<file path="src/sv/plmd_pkg.sv">
package plmd_pkg;

  localparam int MAX_POINTS_DEF = 128;

  localparam int OP_W    = 2;
  localparam int COORD_W = 16;
  localparam int DIST_W  = 24;
  localparam int STAT_W  = 2;

  localparam int CRD_W   = 18;
  localparam int DIF_W   = CRD_W + 1;
  localparam int PROD_W  = 2 * DIF_W;
  localparam int ACC_W   = 40;
  localparam int HALF_W  = 18;
  localparam int CC_W    = 70;
  localparam int FRAC_W  = 16;
  localparam int NUM_W   = CC_W + FRAC_W;
  localparam int DEN_W   = 36;
  localparam int SQ_W    = 48;
  localparam int SQRT_W  = SQ_W / 2;
  localparam int SUM_W   = SQ_W - FRAC_W;

  localparam logic signed [CRD_W-1:0] RAY_LOW  = -18'sd100000;
  localparam logic signed [CRD_W-1:0] RAY_HIGH = 18'sd100000;
  localparam logic [SQ_W-1:0]         SQ_MAX   = {SQ_W{1'b1}};

  localparam logic [OP_W-1:0] OP_LOAD_L  = 2'd0;
  localparam logic [OP_W-1:0] OP_LOAD_R  = 2'd1;
  localparam logic [OP_W-1:0] OP_COMPUTE = 2'd2;
  localparam logic [OP_W-1:0] OP_NOP     = 2'd3;

  localparam logic [STAT_W-1:0] ST_OK      = 2'd0;
  localparam logic [STAT_W-1:0] ST_EMPTY   = 2'd1;
  localparam logic [STAT_W-1:0] ST_DROPPED = 2'd2;

  localparam int ACC_N    = 6;
  localparam int ACC_LEN2 = 0;
  localparam int ACC_D1   = 1;
  localparam int ACC_D2   = 2;
  localparam int ACC_CR   = 3;
  localparam int ACC_EA   = 4;
  localparam int ACC_EB   = 5;

  localparam int CALC_STEPS = 12;
  localparam int SQR_STEPS  = 3;

  typedef enum logic [3:0] {
    S_IDLE, S_RD_P, S_LD0, S_LDS, S_CALC, S_EVAL, S_SQR, S_DIVGO, S_DIVW,
    S_NEXT, S_SQRTGO, S_SQRTW, S_DONE
  } plmd_state_t;

  typedef struct packed {
    logic done;
    logic sat;
  } plmd_div_stat_t;

endpackage

</file>
<file path="src/sv/plmd_div.sv">
module plmd_div (
  input  logic                          clk,
  input  logic                          rst_n,
  input  logic                          start,
  input  logic [plmd_pkg::NUM_W-1:0]    num,
  input  logic [plmd_pkg::DEN_W-1:0]    den,
  output logic [plmd_pkg::SQ_W-1:0]     q,
  output plmd_pkg::plmd_div_stat_t      stat
);
  localparam int NW = plmd_pkg::NUM_W;
  localparam int DW = plmd_pkg::DEN_W;
  localparam int QW = plmd_pkg::SQ_W;
  localparam int KW = $clog2(NW + 1);

  logic [NW-1:0] num_r, num_nxt;
  logic [DW-1:0] den_r, den_nxt, rem_r, rem_nxt;
  logic [QW-1:0] q_r, q_nxt;
  logic [KW-1:0] cnt_r, cnt_nxt;
  logic          busy_r, busy_nxt, done_r, done_nxt, sat_r, sat_nxt;
  logic [DW:0]   sh, dif;
  logic          ge;

  always_comb begin
    sh       = {rem_r, num_r[NW-1]};
    dif      = sh - {1'b0, den_r};
    ge       = (sh >= {1'b0, den_r});
    num_nxt  = num_r;
    den_nxt  = den_r;
    rem_nxt  = rem_r;
    q_nxt    = q_r;
    cnt_nxt  = cnt_r;
    busy_nxt = busy_r;
    sat_nxt  = sat_r;
    done_nxt = 1'b0;
    if (start) begin
      num_nxt  = num;
      den_nxt  = den;
      rem_nxt  = '0;
      q_nxt    = '0;
      cnt_nxt  = KW'(NW);
      busy_nxt = 1'b1;
      sat_nxt  = 1'b0;
    end else if (busy_r) begin
      num_nxt = {num_r[NW-2:0], 1'b0};
      rem_nxt = ge ? dif[DW-1:0] : sh[DW-1:0];
      q_nxt   = {q_r[QW-2:0], ge};
      if (ge && (cnt_r > KW'(QW))) begin
        sat_nxt = 1'b1;
      end
      cnt_nxt = cnt_r - 1'b1;
      if (cnt_r == KW'(1)) begin
        busy_nxt = 1'b0;
        done_nxt = 1'b1;
      end
    end
  end

  always_ff @(posedge clk) begin
    if (!rst_n) begin
      busy_r <= 1'b0;
      done_r <= 1'b0;
      cnt_r  <= '0;
    end else begin
      busy_r <= busy_nxt;
      done_r <= done_nxt;
      cnt_r  <= cnt_nxt;
    end
  end

  always_ff @(posedge clk) begin
    num_r <= num_nxt;
    den_r <= den_nxt;
    rem_r <= rem_nxt;
    q_r   <= q_nxt;
    sat_r <= sat_nxt;
  end

  assign q         = q_r;
  assign stat.done = done_r;
  assign stat.sat  = sat_r;
endmodule

</file>
<file path="config.mk">
export PLATFORM = sky130hd
export DESIGN_NAME = plmd_div
export DESIGN_NICKNAME = d
export VERILOG_FILES = /design/src/sv/plmd_pkg.sv /design/src/sv/plmd_div.sv
export SDC_FILE = /design/constraint.sdc
export NUM_CORES = 1
export LEC_CHECK = 0
export ABC_AREA = 1
export BUFFER_PORTS_ARGS = -buffer_cell sky130_fd_sc_hd__buf_2
export CORE_UTILIZATION = 40
export DETAILED_ROUTE_END_ITERATION = 8
export HOLD_SLACK_MARGIN = 0.05
export SYNTH_ARGS = -nofsm -noshare
export SYNTH_HDL_FRONTEND = slang
export SYNTH_SLANG_ARGS = --single-unit
</file>
<file path="constraint.sdc">
create_clock -name clk -period 3.6 [get_ports clk]
set_input_delay 0 -clock clk [delete_from_list [all_inputs] [get_ports clk]]
set_output_delay 0 -clock clk [all_outputs]
set_load 0.02 [all_outputs]
</file>
==> results of run 1 <==
cell usage in the layout, fill, tap and decap left out, types with 5 or more instances in the layout:
cell | synthesis | routed
sky130_fd_sc_hd__a21oi_1 | 29 | 29
sky130_fd_sc_hd__dfxtp_1 | 94 | 94
sky130_fd_sc_hd__clkbuf_16 | 0 | 26
sky130_fd_sc_hd__dlygate4sd3_1 | 0 | 124
sky130_fd_sc_hd__nand3b_1 | 15 | 15
sky130_fd_sc_hd__edfxtp_1 | 122 | 122
sky130_fd_sc_hd__buf_4 | 4 | 12
sky130_fd_sc_hd__nand3_1 | 91 | 91
sky130_fd_sc_hd__buf_2 | 5 | 173
sky130_fd_sc_hd__inv_1 | 215 | 215
sky130_fd_sc_hd__ha_1 | 39 | 39
sky130_fd_sc_hd__nor3_1 | 9 | 9
sky130_fd_sc_hd__o21bai_1 | 5 | 5
sky130_fd_sc_hd__nand4_1 | 6 | 6
sky130_fd_sc_hd__nor2_1 | 75 | 73
sky130_fd_sc_hd__nand2_1 | 588 | 588
sky130_fd_sc_hd__o22ai_1 | 46 | 46
sky130_fd_sc_hd__o21ai_1 | 12 | 12
sky130_fd_sc_hd__clkinv_2 | 0 | 7
sky130_fd_sc_hd__xnor2_1 | 16 | 16
sky130_fd_sc_hd__clkbuf_8 | 0 | 5
sky130_fd_sc_hd__o21ai_0 | 12 | 12
sky130_fd_sc_hd__xor2_1 | 5 | 5
per-layer routing:
metal | up-vias | routed length (um)
li1 | 5166 | -
met1 | 4435 | 13470
met2 | 247 | 13520
met3 | 47 | 1588
met4 | 0 | 683
met5 | - | 0
cell families after synthesis:
group / Yosys count / synth area share (%)
AO/OA/AOI/OAI: 111 / 5.749
adder cells (fa/ha/maj): 40 / 4.550
buffers and inverters: 267 / 9.368
flip-flops: 216 / 49.66
XOR/XNOR: 21 / 1.647
AND/OR/NAND/NOR: 796 / 29.02
area by class of cell:
| cell class | count | share of cell area [%] |
|---|---|---|
| inverters | 220 | 5.704 |
| well taps | 372 | 3.205 |
| clock inverters | 14 | 1.198 |
| diodes | 3 | 0.05170 |
| repair buffers | 309 | 15.13 |
| clock buffers | 32 | 4.989 |
| multi-input cells | 968 | 31.54 |
| flip-flops and latches | 216 | 38.19 |
worst reg2reg max path: stages (launching register included):
cell and delay (ns):
sky130_fd_sc_hd__edfxtp_1 0.34, sky130_fd_sc_hd__inv_1 0.04, sky130_fd_sc_hd__ha_1 0.36, sky130_fd_sc_hd__nand2_1 0.14, sky130_fd_sc_hd__inv_1 0.05, sky130_fd_sc_hd__a21oi_1 0.23, sky130_fd_sc_hd__nand2_1 0.12, sky130_fd_sc_hd__a21oi_1 0.22
sky130_fd_sc_hd__nand2_2 0.11, sky130_fd_sc_hd__nand2_4 0.37, sky130_fd_sc_hd__nand2_8 0.27, sky130_fd_sc_hd__nand2_1 0.31, sky130_fd_sc_hd__nand2_1 0.08, sky130_fd_sc_hd__nand2_1 0.07, sky130_fd_sc_hd__nand2_1 0.04
cells in the mapped netlist (all sizes together) (2+ instances only):
master and instances:
a21o 3, a21oi 29, a31oi 2, buf 21, clkbuf 26, dfxtp 94
edfxtp 122, ha 39, inv 219, nand2 594, nand3 92, nand3b 15
nand4 6, nor2 77, nor3 10, o21ai 24, o21bai 5, o22ai 46
xnor2 16, xor2 5
worst min path at each step:
stage          startpoint        end  slack (ns)  cells after the start
3_5_place_dp      den[28]  den_r[28]        0.18                      1
6_report           den[6]   den_r[6]        0.17                      2
2_1_floorplan      den[0]   den_r[0]         0.1                      0
5_1_grt            den[4]   den_r[4]        0.17                      2
4_1_cts            den[1]   den_r[1]        0.15                      2
3_3_place_gp      den[34]  den_r[34]        0.18                      1
metrics by stage:
step / cell area (um^2) / hold WS, ns / std cells / power [mW] / util [%]
2_1_floorplan: 11170 / 0.09887 / 1451 / 3.192 / -
3_3_place_gp: 12370 / 0.1780 / 1961 / 3.372 / 45.53
3_5_place_dp: 12370 / 0.1782 / 1961 / 3.380 / 45.53
4_1_cts: 14510 / 0.1473 / 2131 / 6.207 / 53.41
5_1_grt: 14520 / 0.1666 / 2133 / 6.391 / 53.43
6_report: 14520 / 0.1734 / 2134 / 6.152 / 53.43
what timing repair did:
action / 4_1_cts / 5_1_grt
hold buffers: 124 / 0
resized for setup: 0 / 0
endpoints found under the hold margin: 157 / 0
endpoints found under the setup margin: 0 / 0
power by group through the flow:
stage                     Sequential (mW)  Clock (mW)  Combinational, mW
after floorplan                      2.86           0              0.329
after global placement               2.87           0              0.504
final                                2.82        2.71              0.619
after detailed placement             2.87           0              0.508
after global routing                 2.83        2.86              0.698
after CTS                            2.82        2.77              0.615
state kept, by name (all words and copies together), names as in the netlist:
name,cells
busy_r,1
cnt_r,7
den_r,36
done_r,1
num_r,86
q,48
rem_r,36
sat_r,1
==> impl_summary.txt, run 1 <==
----------------------------------------------------
[Run status]
  Result of the run ... complete, no violations

[Die]
  DIE HEIGHT ... 169.1 um
  Site row count ... 60
  X dimension of the die ... approximately 170 um
  Core Area ... ~0.027 mm^2
  Overall die area ... approximately 0.029 mm^2
  Initial core utilization ... roughly 41%
  Boundary Pins ... approximately 180

[Critical path]
  Worst Path Class, Setup ... reg2reg
  Worst setup path start ... den_r[20]
  Cell family with the largest share of critical-path delay ... simple AND/OR/NAND/NOR gates
  Critical path endpoint category ... register
  Count of buffering cells on the critical path with inverters included ... 2
  Logic depth of the worst path, buffers included ... 14
  Start of the worst register-to-register path ... den_r[20]
  Capture point of the worst reg-to-reg path ... rem_r[34]
  Critical path destination ... rem_r[34]
  Worst reg-to-reg setup slack ... around 0.73 ns
  Cell at the slowest stage of the critical path ... sky130_fd_sc_hd__nand2_4
  Max stage delay on crit path ... around 0.37 ns
  Worst Path Required ... between 4 and 5 ns
  Depth of the worst register-to-register path ... 14
  Worst-path maximum fanout ... 37
  Signal arrival time at the worst endpoint ... 3.31 ns
  Category of the worst setup path launch point ... register
  Critical Path Most Common Cell ... sky130_fd_sc_hd__nand2_1
  List of cells traversed by the critical path ... inv_1, ha_1, nand2_1, inv_1, a21oi_1, nand2_1, a21oi_1, nand2_2, nand2_4, nand2_8, nand2_1, nand2_1, nand2_1, nand2_1

[Cells and area]
  Net count of the finished layout ... ~1900
  Sequential Area ... between 0.005 and 0.006 mm^2
  Number of filler cells placed in the layout ... 2596
  Signed area change from the synthesized netlist to the final layout ... 30.05%
  Proportion of layout cells with a drive suffix above 1 ... 14.16%
  Total area of multi-input combinational cells ... between 0.004 and 0.005 mm^2

[STA]
  RSZ-0062 raised after global routing ... no
  Final critical delay including setup and external delays ... roughly 2.9 ns
  Worst setup slack after layout ... about 0.73 ns
  Final hold violations ... 0
  Total negative slack ... 0 ns
  Number of slew-limit violations in the final report ... 0
  Worst slew margin ... about a third
  Highest achievable clock rate ... around 350 MHz
  Least-Margin Pin Slew ... ~1 ns
  Clock Skews ... ~0.014 ns
  # setup viols final ... 0
  Part of the cycle the worst path needs ... approximately 80%

[Clocking]
  Clock tree root driver cell ... sky130_fd_sc_hd__clkbuf_16
  CTS tree ... built
  TritonCTS Buffers ... 25
  Clock latency on the worst-skew pair ... around 0.54 ns
  Clock-pin transition on the worst setup and hold timing paths ... ~0.060 ns
  CTS Buffer Depth ... 3
  Depth of the CTS H-tree ... 1
  Clock tree sinks ... about 220
  Post-CTS Setup Repair Bufs ... 0

[Synth]
  Flops & latches, synth ... 216
  Number of nets in the synthesized netlist ... 1616
  Main flop type after synthesis ... sky130_fd_sc_hd__edfxtp_1
  Fraction of synthesis flops using an asynchronous set or reset pin ... 0%
  Mean area per synthesized cell ... between 7 and 8 um^2
  Portion of synthesized cell area occupied by the leading cell type ... between 30% and 40%
  Synth cell types ... 37
  Number of flops mapped to enable cells by yosys ... approximately 120
  Netlist area before placement ... between 0.01 and 0.015 mm^2
  Synthesized instance count ... approximately 1500
  Portion of the post-synthesis area used by sequential elements ... around half
  Top cell type by total area after synthesis ... sky130_fd_sc_hd__edfxtp_1
  Count of synthesis-stage warnings from yosys ... 0
  Leading cell types by total area after synthesis ... sky130_fd_sc_hd__edfxtp_1 33%, sky130_fd_sc_hd__nand2_1 20%, sky130_fd_sc_hd__dfxtp_1 17%, sky130_fd_sc_hd__inv_1 7.2%, sky130_fd_sc_hd__ha_1 4.4%

[Power]
  Switching part of the total ... between 20% and 30%
  Switching pwr ... ~1.5 mW
  Combinational power share ... 10.1%
  Reg power frac ... a little under half
  Static leakage ... just over 7 nW
  Clk pwr share ... approximately 44%
  Power Internal ... approximately 4.7 mW
  Maximum vdd ir drop ... 527.2 uV
  Pwr dens ... ~420 mW/mm^2

[Global route]
  Antenna violations before repair ... 3
  Layer with the highest usage after global routing ... met2
  Met1 Track Usage GR ... between 20% and 30%
  Vias in the first global route ... about 9600
  Met2 routing resource usage after global routing ... between 30% and 40%
  Global route overflow ... 0
  Pin count of the biggest net entering global routing ... 100
  Total routing usage reported by global routing ... between 20% and 30%
  First-pass GRT wire length ... about 47000 um
  Met3 usage ... between 3 and 4%

[Drt]
  Detailed-route vias per instance ... ~4.6
  Wirelength per Cell ... approximately 14 um
  Number of nets still failing antenna checks after routing ... 0
  Total via count in the routed design ... slightly below 10000
  Iteration count of the initial detailed-routing pass ... 7
  Sum of routed wire length over all layers ... about 29000 um
  Initial DRC count ... 665
  Residual DRC ... 0

[Placed design]
  Weighted congestion reported at the end of routability-driven placement ... around 0.9
  Final HPWL DP ... 19910 um
  IO buf count ... 174
  Setup slack after placement ... ~0.76 ns

[Flow run]
  Number of maximum-capacitance violations ... 0

[Worst hold path]
  Min-Delay Path Class ... in2reg

----------------------------------------------------
(Power assumes the default switching activity.)
==> run 2, diff against run 1 <==
ABC_AREA = 0   (was 1)
clock period = 2.95 ns   (was 3.6 ns; I/O delays follow)
==> run 2 against run 1 <==
  * Worst hold slack gained 0.017 ns
  * Clock power is 8.1% higher
  * Wire length down 13%
  * Critical path depth decreased by 1
  * Sequential share of layout area barely moved
  * Power up 31%
  * Via count down 16%
==> impl_summary.txt, run 2 <==
----------------------------------------------------
[Run status]
  Result of the run ... complete, no violations

[Cells and area]
  Signed area change from the synthesized netlist to the final layout ... 36.86%
  Most frequent standard cell in the layout excluding fill and tap cells ... sky130_fd_sc_hd__buf_2
  Most frequent cells in the layout ... 173 x sky130_fd_sc_hd__buf_2, 124 x sky130_fd_sc_hd__dlygate4sd3_1, 122 x sky130_fd_sc_hd__edfxtp_1
  Proportion of layout cells with a drive suffix above 1 ... 31.23% (+17 points)
  Net count of the finished layout ... 1462 (-23%)
  Max FFs per register ... 86 (unchanged)
  Final instance area ... 0.01454 mm^2 (+0.13%)
  Util after Layout ... 55.80% (+2.4 points)
  Register bank with the most flops ... num_r
  Count of inserted antenna diode cells ... 0 (-3)

[Power]
  Pwr dens ... 555.8 mW/mm^2 (+31%)
  Static leakage ... 6.075 nW (-15%)
  Maximum vdd ir drop ... 475.8 uV (-9.7%)

[Worst hold path]
  Min-Delay Path Class ... in2reg

[Clocking]
  TritonCTS Buffers ... 25 (unchanged)
  Clock-pin transition on the worst setup and hold timing paths ... 0.06 ns (about the same)
  Depth of the CTS H-tree ... 1 (unchanged)
  CTS tree ... built
  Clock tree root driver cell ... sky130_fd_sc_hd__clkbuf_16
  CTS Buffer Depth ... 3 (unchanged)
  Clock latency on the worst-skew pair ... 0.52 ns (-0.02 ns)
  Clock tree sinks ... 216 (unchanged)

[Die]
  Initial core utilization ... 40.77% (-0.32 points)
  Overall die area ... 0.02722 mm^2 (-4.8%)
  Core Area ... 0.02606 mm^2 (-4.1%)
  Site row count ... 59 (-1.7%)
  X dimension of the die ... 165.0 um (-2.4%)
  DIE HEIGHT ... 165.0 um (-2.4%)
  Boundary Pins ... 175 (unchanged)

[Placed design]
  IO buf count ... 174 (unchanged)
  Area after detailed placement ... 0.01223 mm^2 (-1.2%)
  Weighted congestion reported at the end of routability-driven placement ... 0.8528 (-6.5%)
  Final HPWL DP ... 16510 um (-17%)

[STA]
  Clock Skews ... 0.01018 ns (-0.003831 ns)
  Total negative slack ... 0 ns (unchanged)
  Final hold violations ... 0 (unchanged)
  # setup viols final ... 0 (unchanged)
  Least-Margin Pin Slew ... 1.029 ns (+0.002787 ns)
  RSZ-0062 raised after global routing ... yes
  Number of slew-limit violations in the final report ... 0 (unchanged)
  Final critical delay including setup and external delays ... 2.901 ns (+0.03142 ns)
  Part of the cycle the worst path needs ... 98.34% (+19 points)
  Worst slew margin ... 31.40% (-0.19 points)
  Highest achievable clock rate ... 344.7 MHz (-1.1%)

[Flow run]
  Number of maximum-capacitance violations ... 0 (unchanged)

[Synth]
  Count of synthesis-stage warnings from yosys ... 0 (unchanged)
  Number of flops mapped to enable cells by yosys ... 122 (unchanged)
  Most frequent cell after synthesis ... sky130_fd_sc_hd__edfxtp_1
  Portion of the post-synthesis area used by sequential elements ... 52.20% (+2.5 points)
  Leading cell types by total area after synthesis ... sky130_fd_sc_hd__edfxtp_1 34%, sky130_fd_sc_hd__dfxtp_1 18%, sky130_fd_sc_hd__mux2_2 9.0%, sky130_fd_sc_hd__ha_1 4.6%, sky130_fd_sc_hd__mux2i_1 4.4%
  Flops & latches, synth ... 216 (unchanged)
  Portion of synthesized cell area occupied by the leading cell type ... 34.48% (+1.7 points)
  Netlist area before placement ... 0.01062 mm^2 (-4.9%)
  Synthesized instance count ... 954 (-34%)
  Fraction of synthesis flops using an asynchronous set or reset pin ... 0% (unchanged)
  Synth cell types ... 69 (+86%)
  Main flop type after synthesis ... sky130_fd_sc_hd__edfxtp_1
  Cell types with the highest counts after synthesis ... 122 x sky130_fd_sc_hd__edfxtp_1, 104 x sky130_fd_sc_hd__nor2_1, 94 x sky130_fd_sc_hd__dfxtp_1
  Number of nets in the synthesized netlist ... 1119 (-31%)
  Mean area per synthesized cell ... 11.14 um^2 (+45%)
  Top cell type by total area after synthesis ... sky130_fd_sc_hd__edfxtp_1

[Global route]
  Met2 routing resource usage after global routing ... 29.68% (-4.5 points)
  Vias in the first global route ... 8102 (-16%)
  First-pass GRT wire length ... 40200 um (-15%)
  Layer with the highest usage after global routing ... met2
  Met1 Track Usage GR ... 25.12% (-2.2 points)
  Global route overflow ... 0 (unchanged)
  Total routing usage reported by global routing ... 18.26% (-2.3 points)
  Met3 usage ... 3.189% (-0.69 points)
  Pin count of the biggest net entering global routing ... 100 (unchanged)
  Antenna violations before repair ... 0 (-3)

[Drt]
  Wirelength per Cell ... 15.44 um (+13%)
  Sum of routed wire length over all layers ... 25440 um (-13%)
  Iteration count of the initial detailed-routing pass ... 5 (-2)
  Number of nets still failing antenna checks after routing ... 0 (unchanged)
  Detailed-route vias per instance ... 5.070 (+9.3%)
  Residual DRC ... 0 (unchanged)
  Initial DRC count ... 476 (-28%)
  Total via count in the routed design ... 8355 (-16%)

[Critical path]
  Signal arrival time at the worst endpoint ... 3.32 ns (about the same)
  Category of the worst setup path launch point ... register
  Worst-path maximum fanout ... 6 (-84%)
  Worst Path Required ... 3.37 ns (-0.67 ns)
  Critical path endpoint category ... register
  Worst Path Class, Setup ... reg2reg

----------------------------------------------------
[run 2: cell count changes in the layout (fill, tap and decap cells not counted), sizes merged, moves of 43 or more]
cell | before | now
nand2 | 594 | 76
buf | 185 | 241
inv | 223 | 46
mux2 | 0 | 85
mux2i | 0 | 47
o22ai | 46 | 3
nand3 | 92 | 17
[run 2: worst max-delay path, cell delays in order (launching register included)]
cell	delay, ns
sky130_fd_sc_hd__edfxtp_1	0.34
sky130_fd_sc_hd__inv_2	0.05
sky130_fd_sc_hd__ha_4	0.26
sky130_fd_sc_hd__buf_6	0.10
sky130_fd_sc_hd__nand3_4	0.06
sky130_fd_sc_hd__o21bai_4	0.18
sky130_fd_sc_hd__a31oi_4	0.19
sky130_fd_sc_hd__o211ai_2	0.13
sky130_fd_sc_hd__a31o_4	0.29
sky130_fd_sc_hd__a2111oi_4	0.37
sky130_fd_sc_hd__nor2_4	0.08
sky130_fd_sc_hd__buf_6	0.14
sky130_fd_sc_hd__or3b_1	0.35
sky130_fd_sc_hd__a311oi_2	0.25
[run 2: through the flow]
step                power, mW  hold slack (ns)  worst slack [ns]  std cells
floorplan               4.485          0.09887            0.1546        954
global placement        4.966           0.1767         -0.004312       1472
detailed placement      4.978           0.1781          -0.09072       1472
CTS                     8.094           0.1661          -0.01633       1641
global route            8.473           0.1847          -0.09959       1648
finish                  8.082           0.1905           0.04900       1648
[run 2: layout make-up]
type	instances	area [um^2]
repair buffers	366	2716
inverters	46	172.7
clock buffers	40	721.9
well taps	335	419.2
clock inverters	3	40.04
fillers	2300	11520
flip-flops and latches	216	5549
multi-input cells	642	4921
[run 2: cells by family (layout without fill, tap and decap cells)]
kind of cell / count (synthesis) / after routing / synth area share (%)
compound gates: 181 / 181 / 12.47
xor+xnor: 31 / 31 / 2.556
fa+ha+maj: 40 / 40 / 4.782
buf+inv: 96 / 455 / 3.568
flops: 216 / 216 / 52.20
mux: 132 / 132 / 13.44
simple gates: 258 / 258 / 10.99
[run 2: per-layer routing]
layer	vias up	share of wire (%)
met5	-	0
met4	0	2.1
met3	36	5.2
met2	210	46
met1	3949	47
li1	4160	-
[run 2: path summary, 6_finish.rpt]
| kind | cells past startpoint | end | start | slack, ns |
|---|---|---|---|---|
| max | 13 | rem_r[21] | den_r[2] | 0.05 |
| min | 2 | den_r[9] | den[9] | 0.19 |
| max reg2reg | 13 | rem_r[21] | den_r[2] | 0.05 |
| min reg2reg | 2 | rem_r[29] | rem_r[29] | 0.49 |
[run 2: repair_timing]
| item | 4_1_cts | 5_1_grt |
|---|---|---|
| pin swaps | 4 | 18 |
| gates resized for setup | 5 | 46 |
| hold buffers | 124 | 0 |
| buffers inserted | 2 | 7 |
| endpoints found under the setup margin | 9 | 36 |
| hold endpoints to repair | 149 | 0 |
[run 2: report_power, final]
group	switching, mW	total, mW	internal [mW]
combinational	0.794	1.62	0.822
sequential	0.101	3.54	3.44
clock	1.18	2.93	1.74
total	2.08	8.08	6.01
==> run 3, diff against run 2 <==
BUFFER_PORTS_ARGS = not set   (was -buffer_cell sky130_fd_sc_hd__buf_2)
DONT_BUFFER_PORTS = 1   (was not set)
==> run 3 against run 2 <==
  * Critical path depth fell by 1
  * Register-to-register slack barely moved
  * Maximum frequency fell by 0.27%
  * Core utilization rose by 2.0 points
  * Setup slack got worse by 0.0079 ns
==> impl_summary.txt, run 3 (synthesis results as in run 2) <==
----------------------------------------------------
[Critical path]
  Capture point of the worst reg-to-reg path ... rem_r[35]
  Category of the worst setup path launch point ... register
  List of cells traversed by the critical path ... inv_2, ha_4, nor2b_4, o21bai_4, a31oi_4, o211ai_4, a31o_4, a2111oi_4, nor2_4, buf_6, or4_4, a31oi_1
  Worst-path maximum fanout ... 5 (-1)
  Max stage delay on crit path ... 0.46 ns (+0.09 ns)
  Cell at the slowest stage of the critical path ... sky130_fd_sc_hd__or4_4
  Worst Path Class, Setup ... reg2reg
  Signal arrival time at the worst endpoint ... 3.37 ns (+0.05 ns)
  Start of the worst register-to-register path ... den_r[1]
  Critical path destination ... rem_r[35]
  Worst reg-to-reg setup slack ... 0.04 ns (about the same)
  Depth of the worst register-to-register path ... 12 (-1)
  Worst setup path start ... den_r[1]
  Critical path endpoint category ... register
  Worst Path Required ... 3.41 ns (+0.04 ns)

[Cells and area]
  Final Non-Filler Cells ... 1617 (-1.9%)
  Total area of multi-input combinational cells ... 0.004912 mm^2 (-0.18%)
  Final instance area ... 0.01507 mm^2 (+3.7%)
  Net count of the finished layout ... 1423 (-2.7%)
  Most frequent standard cell in the layout excluding fill and tap cells ... sky130_fd_sc_hd__dlygate4sd3_1
  Sequential Area ... 0.005549 mm^2 (unchanged)
  Number of filler cells placed in the layout ... 2156 (-6.3%)
  Register bank with the most flops ... num_r
  Signed area change from the synthesized netlist to the final layout ... 41.87%
  Max FFs per register ... 86 (unchanged)
  Most frequent cells in the layout ... 255 x sky130_fd_sc_hd__dlygate4sd3_1, 122 x sky130_fd_sc_hd__edfxtp_1, 103 x sky130_fd_sc_hd__nor2_1
  Proportion of layout cells with a drive suffix above 1 ... 19.09% (-12 points)
  Util after Layout ... 57.84% (+2.0 points)

[Drt]
  Total via count in the routed design ... 8345 (-0.12%)
  Residual DRC ... 0 (unchanged)
  Iteration count of the initial detailed-routing pass ... 5 (unchanged)
  Sum of routed wire length over all layers ... 27920 um (+9.7%)
  Detailed-route vias per instance ... 5.161 (+1.8%)
  Wirelength per Cell ... 17.26 um (+12%)
  Number of nets still failing antenna checks after routing ... 0 (unchanged)
  Initial DRC count ... 472 (-0.84%)

[Placed design]
  Weighted congestion reported at the end of routability-driven placement ... 0.8662 (+1.6%)
  Area after detailed placement ... 0.01137 mm^2 (-7.0%)
  Total instance count after detailed placement ... 1303 (-11%)
  Setup slack after placement ... -0.05136 ns (+0.03936 ns)
  IO buf count ... 0 (-100%)
  Final HPWL DP ... 16070 um (-2.6%)

[STA]
  Final hold violations ... 0 (unchanged)
  RSZ-0062 raised after global routing ... yes
  Number of slew-limit violations in the final report ... 0 (unchanged)
  Least-Margin Pin Slew ... 0.5813 ns (-0.4477 ns)
  # setup viols final ... 0 (unchanged)
  Clock Skews ... 0.01363 ns (+0.003450 ns)
  Highest achievable clock rate ... 343.8 MHz (-0.27%)
  Worst slew margin ... 61.24% (+30 points)
  Final critical delay including setup and external delays ... 2.909 ns (+0.007913 ns)
  Part of the cycle the worst path needs ... 98.61% (+0.27 points)
  Worst setup slack after layout ... 0.04109 ns (-0.007913 ns)

[Global route]
  Pin count of the biggest net entering global routing ... 134 (+34%)
  Global route overflow ... 0 (unchanged)
  Met2 routing resource usage after global routing ... 33.29% (+3.6 points)
  Layer with the highest usage after global routing ... met2
  Met3 usage ... 4.621% (+1.4 points)
  First-pass GRT wire length ... 43250 um (+7.6%)
  Total routing usage reported by global routing ... 19.95% (+1.7 points)
  Antenna violations before repair ... 4 (+4)
  Vias in the first global route ... 8511 (+5.0%)
  Met1 Track Usage GR ... 26.35% (+1.2 points)

[Run status]
  Result of the run ... complete, no violations

[Clocking]
  Clock latency on the worst-skew pair ... 0.53 ns (about the same)
  Clock tree root driver cell ... sky130_fd_sc_hd__clkbuf_16
  CTS tree ... built
  Clock-pin transition on the worst setup and hold timing paths ... 0.06 ns (about the same)
  Clock tree sinks ... 216 (unchanged)
  TritonCTS Buffers ... 26 (+4.0%)
  CTS Buffer Depth ... 3 (unchanged)
  Depth of the CTS H-tree ... 1 (unchanged)

[Die]
  Boundary Pins ... 175 (unchanged)
  DIE HEIGHT ... 165.0 um (unchanged)
  Overall die area ... 0.02722 mm^2 (unchanged)
  Site row count ... 59 (unchanged)
  X dimension of the die ... 165.0 um (unchanged)
  Initial core utilization ... 40.77% (unchanged)
  Core Area ... 0.02606 mm^2 (unchanged)

[Power]
  PnR Total Power ... 8.394 mW (+3.9%)
  Static leakage ... 6.025 nW (-0.83%)
  Maximum vdd ir drop ... 497.5 uV (+4.6%)
  Pwr dens ... 556.9 mW/mm^2 (+0.19%)

[Worst hold path]
  Hold path depth ... 1 (-1)
  Min-Delay Path Class ... in2reg

[Flow run]
  Number of maximum-capacitance violations ... 0 (unchanged)

----------------------------------------------------
-- run 3: worst min path at each step --
stage,endpoint,slack [ns],start
5_1_grt,den_r[12],0.07,den[12]
2_1_floorplan,den_r[0],0.1,den[0]
6_report,den_r[11],0.1,den[11]
4_1_cts,den_r[12],0.07,den[12]
3_3_place_gp,rem_r[7],0.09,start
3_5_place_dp,rem_r[9],0.09,start
-- run 3: report_power, final --
part	internal [mW]	switching (mW)
Combinational	0.912	0.788
Sequential	3.44	0.113
Clock	1.87	1.27
Total	6.22	2.17
-- run 3: cell type report --
class	instances	share of cell area [%]
flip-flops and latches	216	36.82
multi-input cells	642	32.59
repair buffers	326	20.99
clock buffers	37	4.997
well taps	335	2.781
inverters	46	1.146
clock inverters	11	0.6143
diodes	4	0.06641
-- run 3: layer usage --
| metal | vias up | share of wire (%) |
|---|---|---|
| li1 | 4099 | - |
| met1 | 3971 | 44 |
| met2 | 238 | 47 |
| met3 | 37 | 6.6 |
| met4 | 0 | 1.6 |
| met5 | - | 0 |
-- run 3: worst max-delay path: cells and delay by family (launching register included) --
| family | cells | cell delay [ns] |
|---|---|---|
| AOI/OAI and AO/OA | 6 | 1.25 |
| and+or+nand+nor | 3 | 0.70 |
| DFF | 1 | 0.42 |
| adders and majority gates | 1 | 0.27 |
| buffers and inverters | 2 | 0.21 |
-- run 3: stage by stage --
stage                     hold WS, ns  setup TNS [ns]
after global placement        0.08823        -0.04514
final                         0.09640               0
after detailed placement      0.09196         -0.2796
after CTS                     0.06905               0
after floorplan               0.09887               0
after global routing          0.07345         -0.4433
-- run 3: repair_timing --
| item | in CTS | in global routing |
|---|---|---|
| endpoints found under the setup margin | 29 | 37 |
| endpoints found under the hold margin | 252 | 0 |
| pin swaps | 1 | 11 |
| gates resized for setup | 5 | 43 |
| buffers inserted | 0 | 7 |
| hold buffers | 256 | 0 |
